### config.mk
export PLATFORM = sky130hd
export DESIGN_NAME = weight_elimination_regularizer_top_flat
export DESIGN_NICKNAME = d
export VERILOG_FILES = /design/src/hw/rtl/wer_pkg.sv /design/src/hw/rtl/wer_if.sv /design/src/hw/rtl/wer_ctrl.sv /design/src/hw/rtl/wer_datapath.sv /design/src/hw/rtl/weight_elimination_regularizer_top.sv /design/src/flat_wrapper.sv
export SDC_FILE = /design/constraint.sdc
export NUM_CORES = 2
export LEC_CHECK = 0
export CORE_ASPECT_RATIO = 1.75
export CORE_MARGIN = 1
export CORE_UTILIZATION = 41
export CTS_CLUSTER_DIAMETER = 30
export DETAILED_ROUTE_END_ITERATION = 8
export DONT_BUFFER_PORTS = 1
export GPL_TIMING_DRIVEN = 1
export HOLD_SLACK_MARGIN = 0.02
export PLACE_DENSITY = 0.58
export SETUP_SLACK_MARGIN = 0.05
export SLEW_MARGIN = 20
export SYNTH_ARGS = -nofsm -noshare
export SYNTH_HDL_FRONTEND = slang
export SYNTH_SLANG_ARGS = --single-unit
### constraint.sdc
create_clock -name clk -period 30.6 [get_ports clk]
set_clock_uncertainty 0.2 [all_clocks]
set_input_delay 0 -clock clk [delete_from_list [all_inputs] [get_ports clk]]
set_output_delay 0 -clock clk [all_outputs]
set_load 0.02 [all_outputs]
### src/hw/rtl/wer_pkg.sv
// ----------------------------------------------------------------------------
// wer_pkg
// Shared widths, register indexes, command codes and status bundle for the
// weight-elimination regularizer.
// ----------------------------------------------------------------------------
package wer_pkg;

    localparam int FAN_IN_MAX_DEF = 4095;

    localparam int DATA_W     = 32;
    localparam int W0_W       = 31;
    localparam int FAN_IN_W   = 12;
    localparam int ACC_W      = 48;
    localparam int CFG_IDX_W  = 2;
    localparam int CFG_DATA_W = 32;

    // Register indexes
    localparam logic [CFG_IDX_W-1:0] REG_ENABLE   = 2'd0;
    localparam logic [CFG_IDX_W-1:0] REG_ALPHA    = 2'd1;
    localparam logic [CFG_IDX_W-1:0] REG_SCALE_W0 = 2'd2;
    localparam logic [CFG_IDX_W-1:0] REG_FAN_IN   = 2'd3;

    // Datapath commands
    typedef logic [3:0] cmd_t;
    localparam cmd_t CMD_NONE        = 4'd0;
    localparam cmd_t CMD_LOAD        = 4'd1;
    localparam cmd_t CMD_MUL_W2      = 4'd2;
    localparam cmd_t CMD_MUL_S       = 4'd3;
    localparam cmd_t CMD_DSUM        = 4'd4;
    localparam cmd_t CMD_DIV_P_START = 4'd5;
    localparam cmd_t CMD_DIV_R_START = 4'd6;
    localparam cmd_t CMD_DIV_Q_START = 4'd7;
    localparam cmd_t CMD_DIV_STEP    = 4'd8;
    localparam cmd_t CMD_MUL_M       = 4'd9;
    localparam cmd_t CMD_MUL_LO      = 4'd10;
    localparam cmd_t CMD_MUL_HI      = 4'd11;
    localparam cmd_t CMD_COMB        = 4'd12;
    localparam cmd_t CMD_FIN         = 4'd13;

    typedef struct packed {
        logic d_zero;
        logic apply_term;
        logic div_done;
        logic out_free;
    } dp_status_t;

endpackage

### src/hw/rtl/wer_if.sv
// ----------------------------------------------------------------------------
// wer_if
// Valid/ready channels for weight requests and regularized results.
// ----------------------------------------------------------------------------
interface wer_in_if;
    import wer_pkg::*;
    logic                     valid;
    logic                     ready;
    logic signed [DATA_W-1:0] weight;
    logic signed [DATA_W-1:0] gradient;
    logic                     last_weight;

    modport source (output valid, weight, gradient, last_weight, input ready);
    modport sink   (input valid, weight, gradient, last_weight, output ready);
endinterface

interface wer_out_if;
    import wer_pkg::*;
    logic                     valid;
    logic                     ready;
    logic signed [DATA_W-1:0] new_gradient;
    logic [ACC_W-1:0]         penalty_sum;
    logic                     is_last;

    modport source (output valid, new_gradient, penalty_sum, is_last, input ready);
    modport sink   (input valid, new_gradient, penalty_sum, is_last, output ready);
endinterface

### src/hw/rtl/wer_ctrl.sv
// ----------------------------------------------------------------------------
// wer_ctrl
// Sequencer: steps the datapath through squares, up to three divisions and,
// when the term is applied, the alpha product for one request.
// ----------------------------------------------------------------------------
module wer_ctrl
    import wer_pkg::*;
(
    input  logic       clk,
    input  logic       rst_n,
    input  logic       in_valid,
    output logic       in_ready,
    input  dp_status_t status,
    output cmd_t       cmd
);

    localparam logic [3:0] S_IDLE    = 4'd0;
    localparam logic [3:0] S_W2      = 4'd1;
    localparam logic [3:0] S_S       = 4'd2;
    localparam logic [3:0] S_DSUM    = 4'd3;
    localparam logic [3:0] S_DIVP_LD = 4'd4;
    localparam logic [3:0] S_DIVP    = 4'd5;
    localparam logic [3:0] S_DIVR_LD = 4'd6;
    localparam logic [3:0] S_DIVR    = 4'd7;
    localparam logic [3:0] S_MULM    = 4'd8;
    localparam logic [3:0] S_DIVQ_LD = 4'd9;
    localparam logic [3:0] S_DIVQ    = 4'd10;
    localparam logic [3:0] S_MULLO   = 4'd11;
    localparam logic [3:0] S_MULHI   = 4'd12;
    localparam logic [3:0] S_COMB    = 4'd13;
    localparam logic [3:0] S_FIN     = 4'd14;

    logic [3:0] state_reg;
    logic [3:0] state_next;

    always_ff @(posedge clk or negedge rst_n)
    begin
        if (!rst_n)
        begin
            state_reg <= S_IDLE;
        end
        else
        begin
            state_reg <= state_next;
        end
    end

    always_comb
    begin
        state_next = state_reg;
        cmd        = CMD_NONE;
        in_ready   = 1'b0;
        unique case (state_reg)
            S_IDLE:
            begin
                in_ready = 1'b1;
                if (in_valid)
                begin
                    cmd        = CMD_LOAD;
                    state_next = S_W2;
                end
            end
            S_W2:
            begin
                cmd        = CMD_MUL_W2;
                state_next = S_S;
            end
            S_S:
            begin
                cmd        = CMD_MUL_S;
                state_next = S_DSUM;
            end
            S_DSUM:
            begin
                cmd        = CMD_DSUM;
                state_next = S_DIVP_LD;
            end
            S_DIVP_LD:
            begin
                if (status.d_zero)
                begin
                    state_next = S_FIN;
                end
                else
                begin
                    cmd        = CMD_DIV_P_START;
                    state_next = S_DIVP;
                end
            end
            S_DIVP:
            begin
                cmd = CMD_DIV_STEP;
                if (status.div_done)
                begin
                    state_next = status.apply_term ? S_DIVR_LD : S_FIN;
                end
            end
            S_DIVR_LD:
            begin
                cmd        = CMD_DIV_R_START;
                state_next = S_DIVR;
            end
            S_DIVR:
            begin
                cmd = CMD_DIV_STEP;
                if (status.div_done)
                begin
                    state_next = S_MULM;
                end
            end
            S_MULM:
            begin
                cmd        = CMD_MUL_M;
                state_next = S_DIVQ_LD;
            end
            S_DIVQ_LD:
            begin
                cmd        = CMD_DIV_Q_START;
                state_next = S_DIVQ;
            end
            S_DIVQ:
            begin
                cmd = CMD_DIV_STEP;
                if (status.div_done)
                begin
                    state_next = S_MULLO;
                end
            end
            S_MULLO:
            begin
                cmd        = CMD_MUL_LO;
                state_next = S_MULHI;
            end
            S_MULHI:
            begin
                cmd        = CMD_MUL_HI;
                state_next = S_COMB;
            end
            S_COMB:
            begin
                cmd        = CMD_COMB;
                state_next = S_FIN;
            end
            S_FIN:
            begin
                if (status.out_free)
                begin
                    cmd        = CMD_FIN;
                    state_next = S_IDLE;
                end
            end
            default:
            begin
                state_next = S_IDLE;
            end
        endcase
    end

endmodule

### src/hw/rtl/wer_datapath.sv
// ----------------------------------------------------------------------------
// wer_datapath
// Shared multiplier, bit-serial restoring divider, penalty accumulator,
// neuron position counter and output register.
// ----------------------------------------------------------------------------
module wer_datapath
    import wer_pkg::*;
#(
    parameter int FAN_IN_MAX = FAN_IN_MAX_DEF
)
(
    input  logic                     clk,
    input  logic                     rst_n,
    input  cmd_t                     cmd,
    output dp_status_t               status,
    input  logic                     enable,
    input  logic [DATA_W-1:0]        alpha,
    input  logic [W0_W-1:0]          scale_w0,
    input  logic [FAN_IN_W-1:0]      fan_in,
    input  logic signed [DATA_W-1:0] weight,
    input  logic signed [DATA_W-1:0] gradient,
    input  logic                     last_weight,
    output logic                     out_valid,
    input  logic                     out_ready,
    output logic signed [DATA_W-1:0] new_gradient,
    output logic [ACC_W-1:0]         penalty_sum,
    output logic                     is_last
);

    localparam int PW = $clog2(FAN_IN_MAX + 1);
    localparam int CW = (PW > FAN_IN_W) ? PW : FAN_IN_W;

    localparam logic [1:0] KIND_P = 2'd0;
    localparam logic [1:0] KIND_R = 2'd1;
    localparam logic [1:0] KIND_Q = 2'd2;

    localparam logic [5:0] ITER_P = 6'd17;
    localparam logic [5:0] ITER_R = 6'd33;
    localparam logic [5:0] ITER_Q = 6'd48;

    localparam logic [48:0] T_CLAMP = 49'h1_0000_0000;

    // Operand and intermediate registers
    logic [31:0]        wmag_reg;
    logic               wneg_reg;
    logic [31:0]        grad_reg;
    logic               last_reg;
    logic               bias_reg;
    logic               apply_reg;
    logic [62:0]        w2_reg;
    logic [61:0]        s_reg;
    logic [62:0]        d_reg;
    logic [64:0]        prod_reg;
    logic [55:0]        lo_reg;
    logic [16:0]        pterm_reg;
    logic [32:0]        rr_reg;
    logic [47:0]        q_reg;
    logic [32:0]        t_reg;

    // Divider
    logic [63:0]        rem_reg;
    logic [47:0]        xlo_reg;
    logic [47:0]        quo_reg;
    logic [5:0]         cnt_reg;
    logic [1:0]         kind_reg;

    // Control state
    logic [PW-1:0]      pos_reg;
    logic [ACC_W-1:0]   acc_reg;
    logic               out_valid_reg;
    logic [DATA_W-1:0]  out_grad_reg;
    logic [ACC_W-1:0]   out_pen_reg;
    logic               out_last_reg;

    // Combinational
    logic [32:0]        mul_a;
    logic [31:0]        mul_b;
    logic [64:0]        mul_p;
    logic [63:0]        rsh;
    logic               ge;
    logic [47:0]        quo_new;
    logic [CW-1:0]      fi;
    logic               is_bias;
    logic [31:0]        wmag_in;
    logic [79:0]        full_prod;
    logic [48:0]        tq;
    logic signed [34:0] sum;
    logic [31:0]        sat_sum;
    logic [48:0]        acc_sum;
    logic [ACC_W-1:0]   acc_new;

    always_comb
    begin
        mul_a = '0;
        mul_b = '0;
        unique case (cmd)
            CMD_MUL_W2:
            begin
                mul_a = {1'b0, wmag_reg};
                mul_b = wmag_reg;
            end
            CMD_MUL_S:
            begin
                mul_a = {2'b0, scale_w0};
                mul_b = {1'b0, scale_w0};
            end
            CMD_MUL_M:
            begin
                mul_a = rr_reg;
                mul_b = wmag_reg;
            end
            CMD_MUL_LO:
            begin
                mul_a = {9'b0, q_reg[23:0]};
                mul_b = alpha;
            end
            CMD_MUL_HI:
            begin
                mul_a = {9'b0, q_reg[47:24]};
                mul_b = alpha;
            end
            default:
            begin
                mul_a = '0;
                mul_b = '0;
            end
        endcase
    end

    assign mul_p = {32'd0, mul_a} * {33'd0, mul_b};

    // One restoring step: shift in the next dividend bit, subtract if it fits
    assign rsh     = {rem_reg[62:0], xlo_reg[47]};
    assign ge      = rsh >= {1'b0, d_reg};
    assign quo_new = {quo_reg[46:0], ge};

    assign fi      = (CW'(fan_in) > CW'(FAN_IN_MAX)) ? CW'(FAN_IN_MAX) : CW'(fan_in);
    assign is_bias = CW'(pos_reg) >= fi;
    assign wmag_in = weight[31] ? (~weight + 32'd1) : weight;

    assign full_prod = {prod_reg[55:0], 24'd0} + {24'd0, lo_reg};
    assign tq        = full_prod[79:31];

    assign sum = wneg_reg ? ($signed({{3{grad_reg[31]}}, grad_reg}) - $signed({2'b0, t_reg}))
                          : ($signed({{3{grad_reg[31]}}, grad_reg}) + $signed({2'b0, t_reg}));

    always_comb
    begin
        if (sum > 35'sd2147483647)
        begin
            sat_sum = 32'h7FFF_FFFF;
        end
        else if (sum < -35'sd2147483648)
        begin
            sat_sum = 32'h8000_0000;
        end
        else
        begin
            sat_sum = sum[31:0];
        end
    end

    assign acc_sum = {1'b0, acc_reg} + {32'd0, pterm_reg};
    assign acc_new = acc_sum[48] ? {ACC_W{1'b1}} : acc_sum[47:0];

    // Payload registers
    always_ff @(posedge clk)
    begin
        unique case (cmd)
            CMD_LOAD:
            begin
                wmag_reg  <= wmag_in;
                wneg_reg  <= weight[31];
                grad_reg  <= gradient;
                last_reg  <= last_weight;
                bias_reg  <= is_bias;
                apply_reg <= enable & ~is_bias;
                pterm_reg <= '0;
                t_reg     <= '0;
            end
            CMD_MUL_W2, CMD_MUL_M, CMD_MUL_LO:
            begin
                prod_reg <= mul_p;
            end
            CMD_MUL_S:
            begin
                prod_reg <= mul_p;
                w2_reg   <= prod_reg[62:0];
            end
            CMD_MUL_HI:
            begin
                prod_reg <= mul_p;
                lo_reg   <= prod_reg[55:0];
            end
            CMD_DSUM:
            begin
                s_reg <= prod_reg[61:0];
                d_reg <= w2_reg + {1'b0, prod_reg[61:0]};
            end
            CMD_DIV_P_START:
            begin
                rem_reg  <= {2'b0, w2_reg[62:1]};
                xlo_reg  <= {w2_reg[0], 47'd0};
                quo_reg  <= '0;
                cnt_reg  <= ITER_P;
                kind_reg <= KIND_P;
            end
            CMD_DIV_R_START:
            begin
                rem_reg  <= {3'b0, s_reg[61:1]};
                xlo_reg  <= {s_reg[0], 47'd0};
                quo_reg  <= '0;
                cnt_reg  <= ITER_R;
                kind_reg <= KIND_R;
            end
            CMD_DIV_Q_START:
            begin
                rem_reg  <= {32'd0, prod_reg[63:32]};
                xlo_reg  <= {prod_reg[31:0], 16'd0};
                quo_reg  <= '0;
                cnt_reg  <= ITER_Q;
                kind_reg <= KIND_Q;
            end
            CMD_DIV_STEP:
            begin
                rem_reg <= ge ? (rsh - {1'b0, d_reg}) : rsh;
                xlo_reg <= {xlo_reg[46:0], 1'b0};
                quo_reg <= quo_new;
                cnt_reg <= cnt_reg - 6'd1;
                if (cnt_reg == 6'd1)
                begin
                    unique case (kind_reg)
                        KIND_P:  pterm_reg <= quo_new[16:0];
                        KIND_R:  rr_reg    <= quo_new[32:0];
                        KIND_Q:  q_reg     <= quo_new;
                        default: q_reg     <= quo_new;
                    endcase
                end
            end
            CMD_COMB:
            begin
                t_reg <= (tq > T_CLAMP) ? T_CLAMP[32:0] : tq[32:0];
            end
            CMD_FIN:
            begin
                out_grad_reg <= sat_sum;
                out_pen_reg  <= last_reg ? acc_new : '0;
                out_last_reg <= last_reg;
            end
            default:
            begin
                prod_reg <= prod_reg;
            end
        endcase
    end

    // Control state: neuron position, penalty accumulator, output valid
    always_ff @(posedge clk or negedge rst_n)
    begin
        if (!rst_n)
        begin
            pos_reg       <= '0;
            acc_reg       <= '0;
            out_valid_reg <= 1'b0;
        end
        else
        begin
            if (cmd == CMD_FIN)
            begin
                out_valid_reg <= 1'b1;
                acc_reg       <= last_reg ? '0 : acc_new;
                pos_reg       <= (bias_reg | last_reg) ? '0 : pos_reg + PW'(1);
            end
            else if (out_ready)
            begin
                out_valid_reg <= 1'b0;
            end
        end
    end

    assign status.d_zero     = (d_reg == '0);
    assign status.apply_term = apply_reg;
    assign status.div_done   = (cnt_reg == 6'd1);
    assign status.out_free   = ~out_valid_reg | out_ready;

    assign out_valid    = out_valid_reg;
    assign new_gradient = out_grad_reg;
    assign penalty_sum  = out_pen_reg;
    assign is_last      = out_last_reg;

endmodule

### src/hw/rtl/weight_elimination_regularizer_top.sv
// ----------------------------------------------------------------------------
// weight_elimination_regularizer_top
// Weight-elimination gradient term and penalty accumulation, Q16.16.
// ----------------------------------------------------------------------------
// One request carries a weight, its gradient and a last flag; one result comes
// back per request. Weights arrive neuron by neuron: fan_in ordinary weights,
// then the bias. Ordinary weights get alpha*2*w*w0^2/(w0^2+w^2)^2 added to the
// gradient when enabled (saturated); biases pass through. Every element adds
// w^2/(w0^2+w^2) to a 48-bit Q32.16 penalty, reported on the last element and
// then cleared. The block works on one request at a time. When the term is not
// applied a request takes one 17-step division; when it is, 17 + 33 + 48
// division steps: the bit-serial restoring divider, one quotient bit per cycle,
// sets the rate. A zero denominator skips all divisions. The block is ready for
// the next request in the cycle after the result is loaded. The result register
// lets the next request enter while a result waits; a result still held when the
// next one finishes stalls the finish step. Configuration writes are to be made
// by the user only while the block is idle; the block itself does not enforce
// this.
// ----------------------------------------------------------------------------
module weight_elimination_regularizer_top
    import wer_pkg::*;
#(
    parameter int FAN_IN_MAX = FAN_IN_MAX_DEF
)
(
    input  logic                  clk,
    input  logic                  rst_n,
    input  logic                  cfg_we,
    input  logic [CFG_IDX_W-1:0]  cfg_index,
    input  logic [CFG_DATA_W-1:0] cfg_data,
    wer_in_if.sink                in_ch,
    wer_out_if.source             out_ch
);

    // Configuration registers
    logic                enable_reg;
    logic [DATA_W-1:0]   alpha_reg;
    logic [W0_W-1:0]     scale_w0_reg;
    logic [FAN_IN_W-1:0] fan_in_reg;

    cmd_t       cmd;
    dp_status_t status;

    // Hold register values; write one on a config strobe
    always_ff @(posedge clk or negedge rst_n)
    begin
        if (!rst_n)
        begin
            enable_reg   <= 1'b0;
            alpha_reg    <= '0;
            scale_w0_reg <= W0_W'(65536);
            fan_in_reg   <= FAN_IN_W'(1);
        end
        else if (cfg_we)
        begin
            unique case (cfg_index)
                REG_ENABLE:   enable_reg   <= cfg_data[0];
                REG_ALPHA:    alpha_reg    <= cfg_data;
                REG_SCALE_W0: scale_w0_reg <= cfg_data[W0_W-1:0];
                REG_FAN_IN:   fan_in_reg   <= cfg_data[FAN_IN_W-1:0];
                default:      enable_reg   <= enable_reg;
            endcase
        end
    end

    // Sequencer: accept a request, then advance the datapath step by step
    wer_ctrl u_ctrl (
        .clk      (clk),
        .rst_n    (rst_n),
        .in_valid (in_ch.valid),
        .in_ready (in_ch.ready),
        .status   (status),
        .cmd      (cmd)
    );

    // Datapath: multiplier, divider, accumulator and result register
    wer_datapath #(
        .FAN_IN_MAX (FAN_IN_MAX)
    ) u_datapath (
        .clk          (clk),
        .rst_n        (rst_n),
        .cmd          (cmd),
        .status       (status),
        .enable       (enable_reg),
        .alpha        (alpha_reg),
        .scale_w0     (scale_w0_reg),
        .fan_in       (fan_in_reg),
        .weight       (in_ch.weight),
        .gradient     (in_ch.gradient),
        .last_weight  (in_ch.last_weight),
        .out_valid    (out_ch.valid),
        .out_ready    (out_ch.ready),
        .new_gradient (out_ch.new_gradient),
        .penalty_sum  (out_ch.penalty_sum),
        .is_last      (out_ch.is_last)
    );

    // A request in flight blocks the next one
    a_busy_after_accept: assert property (
        @(posedge clk) disable iff (!rst_n)
        in_ch.valid && in_ch.ready |=> !in_ch.ready
    ) else $error("request accepted while previous one in flight");

    // Penalty shows only with the last element
    a_penalty_only_last: assert property (
        @(posedge clk) disable iff (!rst_n)
        out_ch.valid && !out_ch.is_last |-> out_ch.penalty_sum == '0
    ) else $error("penalty reported on a non-last element");

    // A new result needs a finished computation: ready returns with it
    a_result_ends_work: assert property (
        @(posedge clk) disable iff (!rst_n)
        $rose(out_ch.valid) |-> in_ch.ready
    ) else $error("result raised while sequencer busy");

endmodule

### src/flat_wrapper.sv
// flat-port wrapper written by rule: the top's interface ports become plain ports
module weight_elimination_regularizer_top_flat import wer_pkg::*;
#(
    parameter int FAN_IN_MAX = FAN_IN_MAX_DEF
)
  (clk, rst_n, cfg_we, cfg_index, cfg_data, in_ch_valid, in_ch_weight, in_ch_gradient, in_ch_last_weight, in_ch_ready, out_ch_valid, out_ch_new_gradient, out_ch_penalty_sum, out_ch_is_last, out_ch_ready);
  wer_in_if in_ch_i ();
  wer_out_if out_ch_i ();
  input  logic clk;
  input  logic rst_n;
  input  logic cfg_we;
  input  logic [CFG_IDX_W-1:0] cfg_index;
  input  logic [CFG_DATA_W-1:0] cfg_data;
  input wire logic [$bits(in_ch_i.valid)-1:0] in_ch_valid;
  input wire logic [$bits(in_ch_i.weight)-1:0] in_ch_weight;
  input wire logic [$bits(in_ch_i.gradient)-1:0] in_ch_gradient;
  input wire logic [$bits(in_ch_i.last_weight)-1:0] in_ch_last_weight;
  output wire logic [$bits(in_ch_i.ready)-1:0] in_ch_ready;
  output wire logic [$bits(out_ch_i.valid)-1:0] out_ch_valid;
  output wire logic [$bits(out_ch_i.new_gradient)-1:0] out_ch_new_gradient;
  output wire logic [$bits(out_ch_i.penalty_sum)-1:0] out_ch_penalty_sum;
  output wire logic [$bits(out_ch_i.is_last)-1:0] out_ch_is_last;
  input wire logic [$bits(out_ch_i.ready)-1:0] out_ch_ready;
  assign in_ch_i.valid = in_ch_valid;
  assign in_ch_i.weight = in_ch_weight;
  assign in_ch_i.gradient = in_ch_gradient;
  assign in_ch_i.last_weight = in_ch_last_weight;
  assign in_ch_ready = in_ch_i.ready;
  assign out_ch_valid = out_ch_i.valid;
  assign out_ch_new_gradient = out_ch_i.new_gradient;
  assign out_ch_penalty_sum = out_ch_i.penalty_sum;
  assign out_ch_is_last = out_ch_i.is_last;
  assign out_ch_i.ready = out_ch_ready;
  weight_elimination_regularizer_top #(.FAN_IN_MAX(FAN_IN_MAX)) u_core (.clk(clk), .rst_n(rst_n), .cfg_we(cfg_we), .cfg_index(cfg_index), .cfg_data(cfg_data), .in_ch(in_ch_i), .out_ch(out_ch_i));
endmodule
==> insert_results.sql <==
INSERT INTO impl_metrics (metric_group, metric, value, unit) VALUES
('pwr', 'clockPowerShare', '0.561', ''),
('timing', 'report.final.hold_viol_count', '0', ''),
('yosys', 'netlist_area', '79190', 'µm²'),
('clocking', 'tritoncts_clock_tree', 'done', ''),
('drt', 'drtAntennaViolNets', '0', ''),
('finish', 'area_growth_syn_to_layout', '13.91', '%'),
('global_route', 'grt_pass1_wl', '445200', 'µm'),
('setup_path', 'crit_path_end', 'u_core.u_datapath.prod_reg[63]', ''),
('global_route', 'gr-usage-all-layers', '0.3182', ''),
('yosys', 'synth_area_leaders', 'sky130_fd_sc_hd__edfxtp_1 27%, sky130_fd_sc_hd__fa_1 23%, sky130_fd_sc_hd__ha_1 7.6%', ''),
('yosys', 'synth-compound-area-share', '0.1173', ''),
('clocking', 'cts_max_level', '4', ''),
('setup_path', 'critPathKind', 'reg -> reg', ''),
('timing', 'post_route_clock_period_utilization', '0.3868', ''),
('timing', 'finalSetupViolCount', '0', ''),
('finish', 'max_reg_flops', '64', ''),
('placed_design', 'dp_slack', '19.02', 'ns'),
('timing', 'worst_slew_pin_slew', '1.329', 'ns'),
('placed_design', 'detailed_place_hpwl', '230800', 'µm'),
('setup_path', 'timing.critical_path.slowest_stage_cell', 'sky130_fd_sc_hd__nand2_1', ''),
('finish', 'layout.cells.most_common', 'sky130_fd_sc_hd__inv_1', ''),
('flow_run', 'maxCapViolations', '0', ''),
('yosys', 'seq_area_frac_synth', '0.3153', ''),
('timing', 'worst_slack', '18.76', 'ns'),
('yosys', 'syn_nets', '9463', ''),
('global_route', 'maximum_number_of_pins_on_one_net_before_global_route_repair', '140', ''),
('floorplanning', 'start_util', '0.4121', ''),
('pwr', 'intPower', '2.449', 'mW'),
('timing', 'holdWs', '0.09057', 'ns'),
('status', 'run_status', 'finished, final reports clean', ''),
('setup_path', 'cp_slowest_stage_delay', '0.76', 'ns'),
('clocking', 'cts.path.max_buffers', '4', ''),
('global_route', 'grt_antenna_before_repair', '19', ''),
('floorplanning', 'num_rows', '213', ''),
('finish', 'drive_gt1_frac', '0.07644', ''),
('setup_path', 'worstPathArrival', '12.09', 'ns'),
('pwr', 'ir_drop', '0.03732', 'mV'),
('yosys', 'ys_flop_type', 'sky130_fd_sc_hd__edfxtp_1', ''),
('drt', 'wire_per_inst', '28.48', 'µm'),
('global_route', 'grt_overflow', '0', ''),
('yosys', 'synth_area_in_simple_gates', '0.1364', ''),
('timing', 'layout_min_cycle_time', '11.84', 'ns'),
('setup_path', 'biggest_fanout_along_the_worst_timing_path', '34', ''),
('drt', 'detail_route.first_pass.iterations', '9', ''),
('clocking', 'post_cts_resized', '0', ''),
('floorplanning', 'die_x', '334.2', 'µm'),
('yosys', 'top_cell_type_by_total_area_after_synthesis', 'sky130_fd_sc_hd__edfxtp_1', ''),
('clocking', 'clock-sinks', '855', ''),
('setup_path', 'ff2ff_setup_slack', '18.76', 'ns'),
('yosys', 'synth_xor_area_frac', '0.03637', ''),
('yosys', 'dominant_combinational_cell_family_by_area_after_synthesis', 'adder cells', ''),
('clocking', 'ctsHoldBuffers', '249', ''),
('floorplanning', 'die_area', '195000', 'µm²'),
('finish', 'final_cell_mix', '1091 x sky130_fd_sc_hd__inv_1, 929 x sky130_fd_sc_hd__fa_1, 916 x sky130_fd_sc_hd__nand2_1', ''),
('setup_path', 'crit_required', '30.86', 'ns'),
('finish', 'final_layout_fill_cell_count', '17936', ''),
('yosys', 'synth-edff-count', '714', ''),
('drt', 'route.final.wire_length', '308900', 'µm'),
('min_path', 'hp-class', 'in -> reg', ''),
('yosys', 'synth_largest_type_area_fraction', '0.2707', ''),
('setup_path', 'worst_setup_path_startpoint', 'u_core.u_ctrl.state_reg[0]', ''),
('drt', 'drc', '0', ''),
('placed_design', 'port-buffer-count', '0', ''),
('clocking', 'cts.reportedPaths.clkPinSlew', '0.06', 'ns'),
('clocking', 'post_cts.repair.setup_buffers', '0', ''),
('timing', 'maxSlewViolCount', '0', ''),
('pwr', 'p_seq_frac', '0.412', ''),
('drt', 'detailedRoute.firstIterationViolations', '5082', ''),
('setup_path', 'reg2reg_to', 'u_core.u_datapath.prod_reg[63]', ''),
('pwr', 'netSwitchingFraction', '0.2145', ''),
('drt', 'routed-via-count', '63063', '');
==> per-layer routing <==
metal,vias up,global-route usage,part of all wire
li1,27051,-,-
met1,31485,0.3057,0.32
met2,3038,0.5393,0.48
met3,1475,0.08029,0.075
met4,14,0.3284,0.13
met5,-,0,0.00029
==> worst min-delay path by stage <==
stage | depth (start not counted) | slack, ns | end | start
after floorplan | 0 | -0.50 | u_core.alpha_reg[0] | rst_n
after global placement | 0 | -0.49 | u_core.alpha_reg[30] | rst_n
after detailed placement | 0 | -0.49 | u_core.scale_w0_reg[30] | rst_n
after CTS | 3 | 0.03 | u_core.u_datapath.wmag_reg[14] | in_ch_weight[13]
after global routing | 3 | 0.12 | u_core.u_datapath.wmag_reg[14] | in_ch_weight[13]
final | 3 | 0.09 | u_core.u_datapath.wmag_reg[14] | in_ch_weight[13]
==> synth_stat cells (all sizes together), types with 29 or more instances <==
library cell  instances
xor2                102
ha                  482
nand3               142
buf                  47
a22o                 43
inv                1094
clkbuf              340
nor4                 31
nor3                 96
nand4                65
a211oi               37
and3                 75
fa                  929
nor2                758
o21a                 40
or3                  29
dfrtp               139
a221oi               39
edfxtp              714
o21ai               204
a21oi               387
a31oi                76
nand2b               42
a22oi                62
nor2b                39
mux2                 81
nand2               923
a21o                201
o21bai               39
and2                124
xnor2               226
==> power by group through the flow <==
| stage | Clock [mW] | Combinational (mW) | Sequential, mW |
|---|---|---|---|
| after floorplan | 0 | 0.0285 | 1.30 |
| after global placement | 0 | 0.0316 | 1.31 |
| after detailed placement | 0 | 0.0328 | 1.31 |
| after CTS | 1.78 | 0.0790 | 1.28 |
| after global routing | 1.82 | 0.0878 | 1.29 |
| final | 1.75 | 0.0818 | 1.29 |
==> worst max-delay path, delay by kind of cell, from the launching register on <==
| family | cells | cell delay [ns] |
|---|---|---|
| AO/OA/AOI/OAI | 9 | 3.13 |
| adder cells (fa/ha/maj) | 9 | 3.87 |
| buffers and inverters | 6 | 0.62 |
| flip-flops | 1 | 0.71 |
| AND/OR/NAND/NOR | 8 | 2.95 |
==> logic make-up after synthesis <==
logic type,after synthesis
DFF,855
xor gates and xnor gates,328
and+or+nand+nor,2401
muxes,92
adders and majority gates,1411
AOI/OAI and AO/OA,1379
buffers and inverters,1482
==> final cells by class <==
type                            count  area (µm²)  area share
Sequential cell                   855       24970      0.2768
Tap cell                         2580        3228     0.03578
Multi-Input combinational cell   5611       48800      0.5409
Clock buffer                      171        4065     0.04506
Antenna cell                       12       30.03   0.0003329
Timing Repair Buffer              419        3804     0.04216
Clock inverter                    104        1197     0.01327
Inverter                         1095        4115     0.04562
==> through the flow <==
step / power, mW / instance area (µm²) / instances
finish: 3.118 / 90210 / 10847
global route: 3.195 / 90190 / 10840
CTS: 3.139 / 90170 / 10835
detailed placement: 1.340 / 82380 / 10311
global placement: 1.338 / 82380 / 10310
floorplan: 1.327 / 79190 / 7948
(Power assumes the default switching activity.)
